### src/sv/keypad_password_lock_controller_defines.svh
// Assertion macros for the keypad password lock controller.
// Used by keypad_password_lock_controller.sv; expects clk and arst_n in scope.
`ifndef KEYPAD_PASSWORD_LOCK_CONTROLLER_DEFINES_SVH
`define KEYPAD_PASSWORD_LOCK_CONTROLLER_DEFINES_SVH

// Check a property on every rising edge outside reset.
`define KPL_ASSERT(lbl, prop, msg) \
	lbl: assert property (@(posedge clk) disable iff (!arst_n) (prop)) else $error(msg);

// Check that a condition never holds outside reset.
`define KPL_NEVER(lbl, cond, msg) \
	lbl: assert property (@(posedge clk) disable iff (!arst_n) !(cond)) else $error(msg);

`endif

### src/sv/kplc_pkg.sv
// Types and constants shared by the keypad password lock controller.
// No dependencies.
package kplc_pkg;

	typedef enum logic [2:0] {
		MODE_NEW     = 3'd0,
		MODE_CONFIRM = 3'd1,
		MODE_MENU    = 3'd2,
		MODE_OLD     = 3'd3,
		MODE_ALARM   = 3'd4,
		MODE_DOOR    = 3'd5
	} mode_t;

	typedef enum logic [3:0] {
		EV_NONE       = 4'd0,
		EV_STORED     = 4'd1,
		EV_MISMATCH   = 4'd2,
		EV_WRONG      = 4'd3,
		EV_ALARM_ON   = 4'd4,
		EV_ALARM_OFF  = 4'd5,
		EV_DOOR_START = 4'd6,
		EV_DOOR_DONE  = 4'd7,
		EV_CHANGE     = 4'd8
	} event_t;

	typedef enum logic [1:0] {
		PH_IDLE  = 2'd0,
		PH_OPEN  = 2'd1,
		PH_HOLD  = 2'd2,
		PH_CLOSE = 2'd3
	} phase_t;

	localparam int unsigned CFG_IDX_W = 3;
	localparam int unsigned CFG_DATA_W = 8;

	localparam logic [CFG_IDX_W-1:0] REG_MAX_TRIES   = 3'd0;
	localparam logic [CFG_IDX_W-1:0] REG_ALARM_TICKS = 3'd1;
	localparam logic [CFG_IDX_W-1:0] REG_OPEN_END    = 3'd2;
	localparam logic [CFG_IDX_W-1:0] REG_HOLD_END    = 3'd3;
	localparam logic [CFG_IDX_W-1:0] REG_CLOSE_END   = 3'd4;

	localparam logic [2:0] MAX_TRIES_RST   = 3'd3;
	localparam logic [7:0] ALARM_TICKS_RST = 8'd120;
	localparam logic [7:0] OPEN_END_RST    = 8'd30;
	localparam logic [7:0] HOLD_END_RST    = 8'd36;
	localparam logic [7:0] CLOSE_END_RST   = 8'd66;

	localparam logic       CMD_KEY  = 1'b0;
	localparam logic       CMD_TICK = 1'b1;
	localparam logic [7:0] KEY_CHANGE = 8'h2A;
	localparam logic [7:0] KEY_DOOR   = 8'h25;
	localparam logic [7:0] TICK_MAX   = 8'hFF;
	localparam logic [2:0] TRIES_MAX  = 3'd7;

	typedef struct packed {
		logic       cmd;
		logic [7:0] key_code;
	} in_t;

	typedef struct packed {
		mode_t      mode;
		event_t     event_res;
		phase_t     door_phase;
		logic [2:0] wrong_count;
		logic [2:0] key_position;
		logic       key_taken;
	} out_t;

endpackage

### src/sv/keypad_password_lock_controller.sv
// Keypad password lock controller: password entry, confirm, menu, lockout and door sequence.
// Depends on kplc_pkg and keypad_password_lock_controller_defines.svh.
// Stage one registers an accepted word with its memory read; the output register then
// takes its result word. One word per cycle while out_ready holds; the password memory is
// read at acceptance, its address forwarded from the next state of the word in flight.
// Reset: mode, counters, bank select, valids clear, cfg loads defaults; memory not cleared.
`include "keypad_password_lock_controller_defines.svh"

module keypad_password_lock_controller #(
	parameter int unsigned PASSWORD_LENGTH = 6,
	parameter int unsigned KEY_WIDTH = 8
) (
	input  logic                             clk,
	input  logic                             arst_n,
	input  logic                             in_valid,
	output logic                             in_ready,
	input  kplc_pkg::in_t                    in_data,
	output logic                             out_valid,
	input  logic                             out_ready,
	output kplc_pkg::out_t                   out_data,
	input  logic                             cfg_we,
	input  logic [kplc_pkg::CFG_IDX_W-1:0]   cfg_idx,
	input  logic [kplc_pkg::CFG_DATA_W-1:0]  cfg_wdata
);

	localparam int unsigned IDX_W = (PASSWORD_LENGTH > 1) ? $clog2(PASSWORD_LENGTH) : 1;
	localparam int unsigned PW = $clog2(PASSWORD_LENGTH + 1);
	localparam int unsigned ADDR_W = IDX_W + 1;
	localparam int unsigned MEM_DEPTH = 2 ** ADDR_W;
	localparam logic [7:0] KEY_MASK = 8'((9'd1 << KEY_WIDTH) - 9'd1);
	localparam logic [PW-1:0] POS_LAST = PW'(PASSWORD_LENGTH - 1);
	localparam logic [PW-1:0] POS_END = PW'(PASSWORD_LENGTH);

	// two banks: sel_q marks the stored password, the other bank takes new entry
	logic [KEY_WIDTH-1:0] mem [MEM_DEPTH];

	logic [2:0] max_tries_q;
	logic [7:0] alarm_ticks_q, open_end_q, hold_end_q, close_end_q;

	kplc_pkg::mode_t mode_q, mode_d, mode_eff;
	logic [PW-1:0]   pos_q, pos_d, pos_eff, pos_inc, shown;
	logic            mis_q, mis_d, mis_now;
	logic [2:0]      wt_q, wt_d, wt_sat;
	logic [7:0]      tick_q, tick_d, tick_inc;
	logic            chg_q, chg_d;
	logic            sel_q, sel_d, sel_eff;

	logic                 v_s1;
	kplc_pkg::in_t        in_s1;
	logic [KEY_WIDTH-1:0] rd_s1;

	logic              out_valid_q;
	kplc_pkg::out_t    out_q, out_d;
	kplc_pkg::event_t  ev;
	kplc_pkg::phase_t  phase;
	logic              taken;
	logic [PW+2:0]     shown_ext;

	logic [7:0]           key8;
	logic [KEY_WIDTH-1:0] key;
	logic                 last, bad_key;
	logic                 adv, accept, wr_en;
	logic [ADDR_W-1:0]    rd_addr, wr_addr;

	assign adv = !out_valid_q || out_ready;
	assign in_ready = !v_s1 || adv;
	assign accept = in_valid && in_ready;
	assign out_valid = out_valid_q;
	assign out_data = out_q;

	assign key8 = in_s1.key_code & KEY_MASK;
	assign key = key8[KEY_WIDTH-1:0];
	assign pos_inc = pos_q + 1'b1;
	assign last = (pos_q == POS_LAST);
	assign bad_key = (rd_s1 != key);
	assign wt_sat = (wt_q != kplc_pkg::TRIES_MAX) ? wt_q + 3'd1 : wt_q;
	assign tick_inc = (tick_q != kplc_pkg::TICK_MAX) ? tick_q + 8'd1 : tick_q;

	// forward the next state of the word in flight to the read address
	assign mode_eff = v_s1 ? mode_d : mode_q;
	assign pos_eff = v_s1 ? pos_d : pos_q;
	assign sel_eff = v_s1 ? sel_d : sel_q;
	assign rd_addr = {(mode_eff == kplc_pkg::MODE_CONFIRM) ? ~sel_eff : sel_eff,
		pos_eff[IDX_W-1:0]};
	assign wr_addr = {~sel_q, pos_q[IDX_W-1:0]};
	assign wr_en = v_s1 && adv && (in_s1.cmd == kplc_pkg::CMD_KEY) &&
		(mode_q == kplc_pkg::MODE_NEW);

	always_ff @(posedge clk) begin
		if (wr_en) begin
			mem[wr_addr] <= key;
		end
		if (accept) begin
			rd_s1 <= (wr_en && (wr_addr == rd_addr)) ? key : mem[rd_addr];
			in_s1 <= in_data;
		end
	end

	always_ff @(posedge clk or negedge arst_n) begin
		if (!arst_n) begin
			max_tries_q <= kplc_pkg::MAX_TRIES_RST;
			alarm_ticks_q <= kplc_pkg::ALARM_TICKS_RST;
			open_end_q <= kplc_pkg::OPEN_END_RST;
			hold_end_q <= kplc_pkg::HOLD_END_RST;
			close_end_q <= kplc_pkg::CLOSE_END_RST;
		end else if (cfg_we) begin
			unique case (cfg_idx)
				kplc_pkg::REG_MAX_TRIES:   max_tries_q <= cfg_wdata[2:0];
				kplc_pkg::REG_ALARM_TICKS: alarm_ticks_q <= cfg_wdata;
				kplc_pkg::REG_OPEN_END:    open_end_q <= cfg_wdata;
				kplc_pkg::REG_HOLD_END:    hold_end_q <= cfg_wdata;
				kplc_pkg::REG_CLOSE_END:   close_end_q <= cfg_wdata;
				default: ;
			endcase
		end
	end

	// next state
	always_comb begin
		mode_d = mode_q;
		pos_d = pos_q;
		mis_d = mis_q;
		wt_d = wt_q;
		tick_d = tick_q;
		chg_d = chg_q;
		sel_d = sel_q;
		ev = kplc_pkg::EV_NONE;
		taken = 1'b0;
		shown = pos_q;
		mis_now = mis_q | ((mode_q != kplc_pkg::MODE_NEW) && bad_key);
		if (in_s1.cmd == kplc_pkg::CMD_KEY) begin
			unique case (mode_q)
				kplc_pkg::MODE_NEW, kplc_pkg::MODE_CONFIRM, kplc_pkg::MODE_OLD: begin
					taken = 1'b1;
					shown = pos_inc;
					if (last) begin
						pos_d = '0;
						mis_d = 1'b0;
						if (mode_q == kplc_pkg::MODE_NEW) begin
							mode_d = kplc_pkg::MODE_CONFIRM;
						end else if (mode_q == kplc_pkg::MODE_CONFIRM) begin
							if (mis_now) begin
								ev = kplc_pkg::EV_MISMATCH;
								mode_d = kplc_pkg::MODE_NEW;
							end else begin
								ev = kplc_pkg::EV_STORED;
								mode_d = kplc_pkg::MODE_MENU;
								sel_d = ~sel_q;
							end
						end else if (mis_now) begin
							wt_d = wt_sat;
							if (wt_sat >= max_tries_q) begin
								ev = kplc_pkg::EV_ALARM_ON;
								mode_d = kplc_pkg::MODE_ALARM;
								tick_d = '0;
							end else begin
								ev = kplc_pkg::EV_WRONG;
							end
						end else begin
							wt_d = '0;
							tick_d = '0;
							if (chg_q) begin
								ev = kplc_pkg::EV_CHANGE;
								mode_d = kplc_pkg::MODE_NEW;
							end else begin
								ev = kplc_pkg::EV_DOOR_START;
								mode_d = kplc_pkg::MODE_DOOR;
							end
						end
					end else begin
						pos_d = pos_inc;
						mis_d = mis_now;
					end
				end
				kplc_pkg::MODE_MENU: begin
					if ((key8 == kplc_pkg::KEY_CHANGE) || (key8 == kplc_pkg::KEY_DOOR)) begin
						chg_d = (key8 == kplc_pkg::KEY_CHANGE);
						mode_d = kplc_pkg::MODE_OLD;
						pos_d = '0;
						mis_d = 1'b0;
						wt_d = '0;
						shown = '0;
					end
				end
				default: ;
			endcase
		end else begin
			unique case (mode_q)
				kplc_pkg::MODE_ALARM: begin
					tick_d = tick_inc;
					if (tick_inc >= alarm_ticks_q) begin
						ev = kplc_pkg::EV_ALARM_OFF;
						mode_d = kplc_pkg::MODE_MENU;
						tick_d = '0;
						wt_d = '0;
					end
				end
				kplc_pkg::MODE_DOOR: begin
					tick_d = tick_inc;
					if (tick_inc >= close_end_q) begin
						ev = kplc_pkg::EV_DOOR_DONE;
						mode_d = kplc_pkg::MODE_MENU;
						tick_d = '0;
					end
				end
				default: ;
			endcase
		end
	end

	// result word
	always_comb begin
		if (mode_d != kplc_pkg::MODE_DOOR) begin
			phase = kplc_pkg::PH_IDLE;
		end else if (tick_d < open_end_q) begin
			phase = kplc_pkg::PH_OPEN;
		end else if (tick_d < hold_end_q) begin
			phase = kplc_pkg::PH_HOLD;
		end else begin
			phase = kplc_pkg::PH_CLOSE;
		end
		shown_ext = {3'b000, shown};
		out_d.mode = mode_d;
		out_d.event_res = ev;
		out_d.door_phase = phase;
		out_d.wrong_count = wt_d;
		out_d.key_position = shown_ext[2:0];
		out_d.key_taken = taken;
	end

	always_ff @(posedge clk or negedge arst_n) begin
		if (!arst_n) begin
			mode_q <= kplc_pkg::MODE_NEW;
			pos_q <= '0;
			mis_q <= 1'b0;
			wt_q <= '0;
			tick_q <= '0;
			chg_q <= 1'b0;
			sel_q <= 1'b0;
		end else if (v_s1 && adv) begin
			mode_q <= mode_d;
			pos_q <= pos_d;
			mis_q <= mis_d;
			wt_q <= wt_d;
			tick_q <= tick_d;
			chg_q <= chg_d;
			sel_q <= sel_d;
		end
	end

	always_ff @(posedge clk or negedge arst_n) begin
		if (!arst_n) begin
			v_s1 <= 1'b0;
			out_valid_q <= 1'b0;
		end else begin
			if (accept) begin
				v_s1 <= 1'b1;
			end else if (adv) begin
				v_s1 <= 1'b0;
			end
			if (v_s1 && adv) begin
				out_valid_q <= 1'b1;
			end else if (out_ready) begin
				out_valid_q <= 1'b0;
			end
		end
	end

	always_ff @(posedge clk) begin
		if (v_s1 && adv) begin
			out_q <= out_d;
		end
	end

	`KPL_NEVER(a_pos_range, pos_q >= POS_END, "entry position out of range")
	`KPL_NEVER(a_phase_idle,
		out_valid_q && (out_q.mode != kplc_pkg::MODE_DOOR) &&
		(out_q.door_phase != kplc_pkg::PH_IDLE), "door phase outside door mode")
	`KPL_ASSERT(a_bank_flip, (sel_q != $past(sel_q)) |->
		(out_valid_q && (out_q.event_res == kplc_pkg::EV_STORED)),
		"bank select moved without a stored password")
	`KPL_ASSERT(a_s1_hold, (v_s1 && !adv) |=> v_s1, "stalled word dropped from stage one")

endmodule
### config.mk
export PLATFORM = sky130hd
export DESIGN_NAME = keypad_password_lock_controller
export DESIGN_NICKNAME = d
export VERILOG_FILES = /design/src/sv/kplc_pkg.sv /design/src/sv/keypad_password_lock_controller.sv
export VERILOG_INCLUDE_DIRS = /design/src /design/src/sv
export SDC_FILE = /design/constraint.sdc
export NUM_CORES = 1
export LEC_CHECK = 0
export BUFFER_PORTS_ARGS = -buffer_cell sky130_fd_sc_hd__buf_2
export CORE_AREA = 2 2 191 193
export CTS_CLUSTER_SIZE = 20
export DETAILED_ROUTE_END_ITERATION = 7
export DIE_AREA = 0 0 193 195
export GPL_TIMING_DRIVEN = 0
export PLACE_DENSITY = 0.51
export SKIP_LAST_GASP = 1
export SLEW_MARGIN = 15
export SYNTH_ARGS = -nofsm -noshare
export SYNTH_HDL_FRONTEND = slang
export SYNTH_SLANG_ARGS = --single-unit
### constraint.sdc
create_clock -name clk -period 12.5 [get_ports clk]
set_input_delay 0.625 -clock clk [delete_from_list [all_inputs] [get_ports clk]]
set_output_delay 0.625 -clock clk [all_outputs]
set_load 0.01 [all_outputs]
==> qor.yml <==
gr-total-overflow: 0
worst_pin_slew_ns: 0.889
crit_type: "reg2reg"
layout-drive-gt1-share: 0.172
ys_warn_count: 0
r2r_end: "out_data[7]$_SDFFCE_PP0P_"
reg2reg_depth: 21
antenna_found_initial: 0
cts-root-buf: "clkbuf_16"
endpoint_kind: "register"
hp-class: "in2async"
syn-cell-area_mm2: 0.0105
dp.final_hpwl_um: 17700
dpl_cell_area_mm2: 0.0113
cpMostUsedCell: "ha_1"
post_cts_buffers: 0
cts_tree: "done"
grt_pass1_vias: 6494
outcome: "finished, final reports clean"
final_cell_mix: "161 x edfxtp_1, 92 x nand2_1, 80 x mux2i_1"
fin_crit_ns: 5.27
initial_core_util: 0.297
worst_path_largest_cell_delay_ns: 0.52
slowest_stage: "or4_1"
cts-buffers-inserted: 23
grt_pass1_wl_um: 38400
clk_pin_slew_ns: 0.06
wl_per_cell_um: 18.1
syn_avg_cell_area_um2: 12.5
timing.fmax_mhz: 190
die-area_mm2: 0.0376
route.vias.total: 6691
synth_nets: 903
hold_viol_final: 0
cts_sinks: 218
cts_hold_buf: 0
ys_seq_elements: 218
timing.final.ws_setup_ns: 7.23
hold-worst-slack_ns: 0.0159
boundaryPins: 43
worst-r2r-setup-slack_ns: 7.23
setup.worst_path.start_class: "register"
setup-violations-final: 0
insertion_delay_ns: 0.53
cap_viol_max_count: 0
required_ns: 12.90
fin_crit_sh: 0.422
grt_max_degree: 34
die_h_um: 195
critPathTopFamily: "simple AND/OR/NAND/NOR gates"
drc_errors: 0
gp_congestion: 0.801
ctsResizeCount: 0
fin_setup_tns_ns: 0
diodes: 0
vias_per_cell: 4.83
async_reset_ff_frac: 0.261
core-area_mm2: 0.0354
worstPathCellList: "ha_1 > nand2_1 > nor3_2 > nor2_1 > nand2_1 > xnor2_1 > ha_1 > or4_1 > a21oi_1 > o311ai_1 > and2_1 > clkbuf_1 > nor2_1 > a22oi_1 > o21ai_1 > ha_1 > and4_1 > o211ai_1 > a31oi_1 > a2111oi_2 > o31a_1"
cp.arrival_ns: 5.67
worstReg2RegStart: "tick_q[1]$_DFFE_PN0P_"
maxSlewHeadroom: 0.405
ant_nets: 0
crit_buf_inv: 1
drt_iter0_markers: 406
ys.flop_type: "edfxtp_1"
clock_tree.buffer_depth: 3
layout_commonest_cell: "edfxtp_1"
wl_um: 25100
skew_ns: 0.0100
peakVddDrop_v: 0.0000988
seq_area_frac_synth: 0.598
maxSlewViolCount: 0
syn_inst: 839
finalPower_mw: 2.50
die_w_um: 193
p_per_area_mw_per_mm2: 207
first_pass_iters: 5
finalNetCount: 971
htree_num_levels: 1
pre_cts_ws_ns: 7.26
grt.total_usage: 0.134
critical_path.max_fanout: 8
p_leak_nw: 4.72
cp-startpoint: "tick_q[1]$_DFFE_PN0P_"
synth-edff-count: 161
rsz0062_at_grt: "no"
design_area_mm2: 0.0121
area_delta_synth_final_pct: 14.8
rows: 69
synth_cell_types: 78
port_buffers: 42
-- logic make-up after synthesis --
kind of cell | Yosys count | share of synthesized area
adder cells (fa/ha/maj) | 39 | 0.0465
AND/OR/NAND/NOR | 207 | 0.0966
AO/OA/AOI/OAI | 174 | 0.108
multiplexers | 105 | 0.104
flip-flops | 218 | 0.598
XOR/XNOR | 16 | 0.0133
buffers and inverters | 80 | 0.0340
-- cells in the mapped netlist (5+ instances only) --
master / count / area, um2
a21o_1: 5 / 37.5
a21oi_1: 49 / 245
a221oi_1: 8 / 70.1
a22oi_1: 14 / 105
a31oi_1: 7 / 43.8
buf_2: 11 / 55.1
clkbuf_1: 16 / 60.1
dfrtp_1: 43 / 1080
dfstp_2: 14 / 368
edfxtp_1: 161 / 4830
ha_1: 39 / 488
inv_1: 42 / 158
mux2_2: 24 / 270
mux2i_1: 80 / 801
nand2_1: 92 / 345
nand2b_1: 9 / 56.3
nand3_1: 7 / 35.0
nor2_1: 41 / 154
nor2b_1: 8 / 50.1
nor3_1: 14 / 70.1
o211ai_1: 7 / 52.6
o21ai_0: 46 / 230
o21ai_1: 5 / 25.0
xor2_1: 13 / 114
-- how the worst max path moves through the flow --
stage | endpoint | slack, ns | cells past startpoint
after global routing | out_data[7]$_SDFFCE_PP0P_ | 6.82 | 21
after floorplan | out_data[8]$_SDFFCE_PP0P_ | 8.13 | 21
final | out_data[7]$_SDFFCE_PP0P_ | 7.23 | 21
after global placement | out_data[8]$_SDFFCE_PP0P_ | 7.28 | 21
after CTS | out_data[7]$_SDFFCE_PP0P_ | 7.24 | 21
after detailed placement | out_data[8]$_SDFFCE_PP0P_ | 7.26 | 21
-- worst reg2reg max path, delay by kind of cell (launching register included) --
kind                     cells  cell delay (ns)
AND/OR/NAND/NOR              8             1.87
AO/OA/AOI/OAI                8             1.68
adder cells (fa/ha/maj)      3             0.81
flip-flops                   1             0.44
buffers and inverters        1             0.19
XOR/XNOR                     1             0.15
-- stage by stage --
step	std cells	utilization
floorplan	839	-
global placement	1342	0.319
detailed placement	1343	0.320
CTS	1385	0.341
global route	1385	0.341
finish	1385	0.341
-- layout make-up --
type	count	area (um2)
fillers	3558	23300
inverters	44	165
well taps	461	577
clock inverters	12	121
clock buffers	30	602
multi-input cells	541	3890
flip-flops and latches	218	6280
repair buffers	43	233
plain buffers	36	193
-- flip-flops by register name (all words and copies together) (netlist names) --
signal,count
close_end_q,8
rd_s1,8
open_end_q,8
chg_q,1
sel_q,1
tick_q,8
mode_q,3
out_data,16
in_s1,1
wt_q,3
out_valid,1
key,8
mem,128
v_s1,1
pos_q,3
max_tries_q,3
alarm_ticks_q,8
hold_end_q,8
mis_q,1
-- power by group --
part,internal [mW],switching [mW]
combinational,0.350,0.554
clock,0.383,0.283
sequential,0.883,0.0449
-- routing by layer --
layer | track usage | routed length, um | up-vias
met1 | 0.190 | 12000 | 3275
met3 | 0.0201 | 1030 | 41
met5 | 0 | 0 | -
met2 | 0.213 | 11500 | 123
met4 | 0.0359 | 564 | 0
li1 | - | - | 3252
Power figures use the tool's default switching activity.
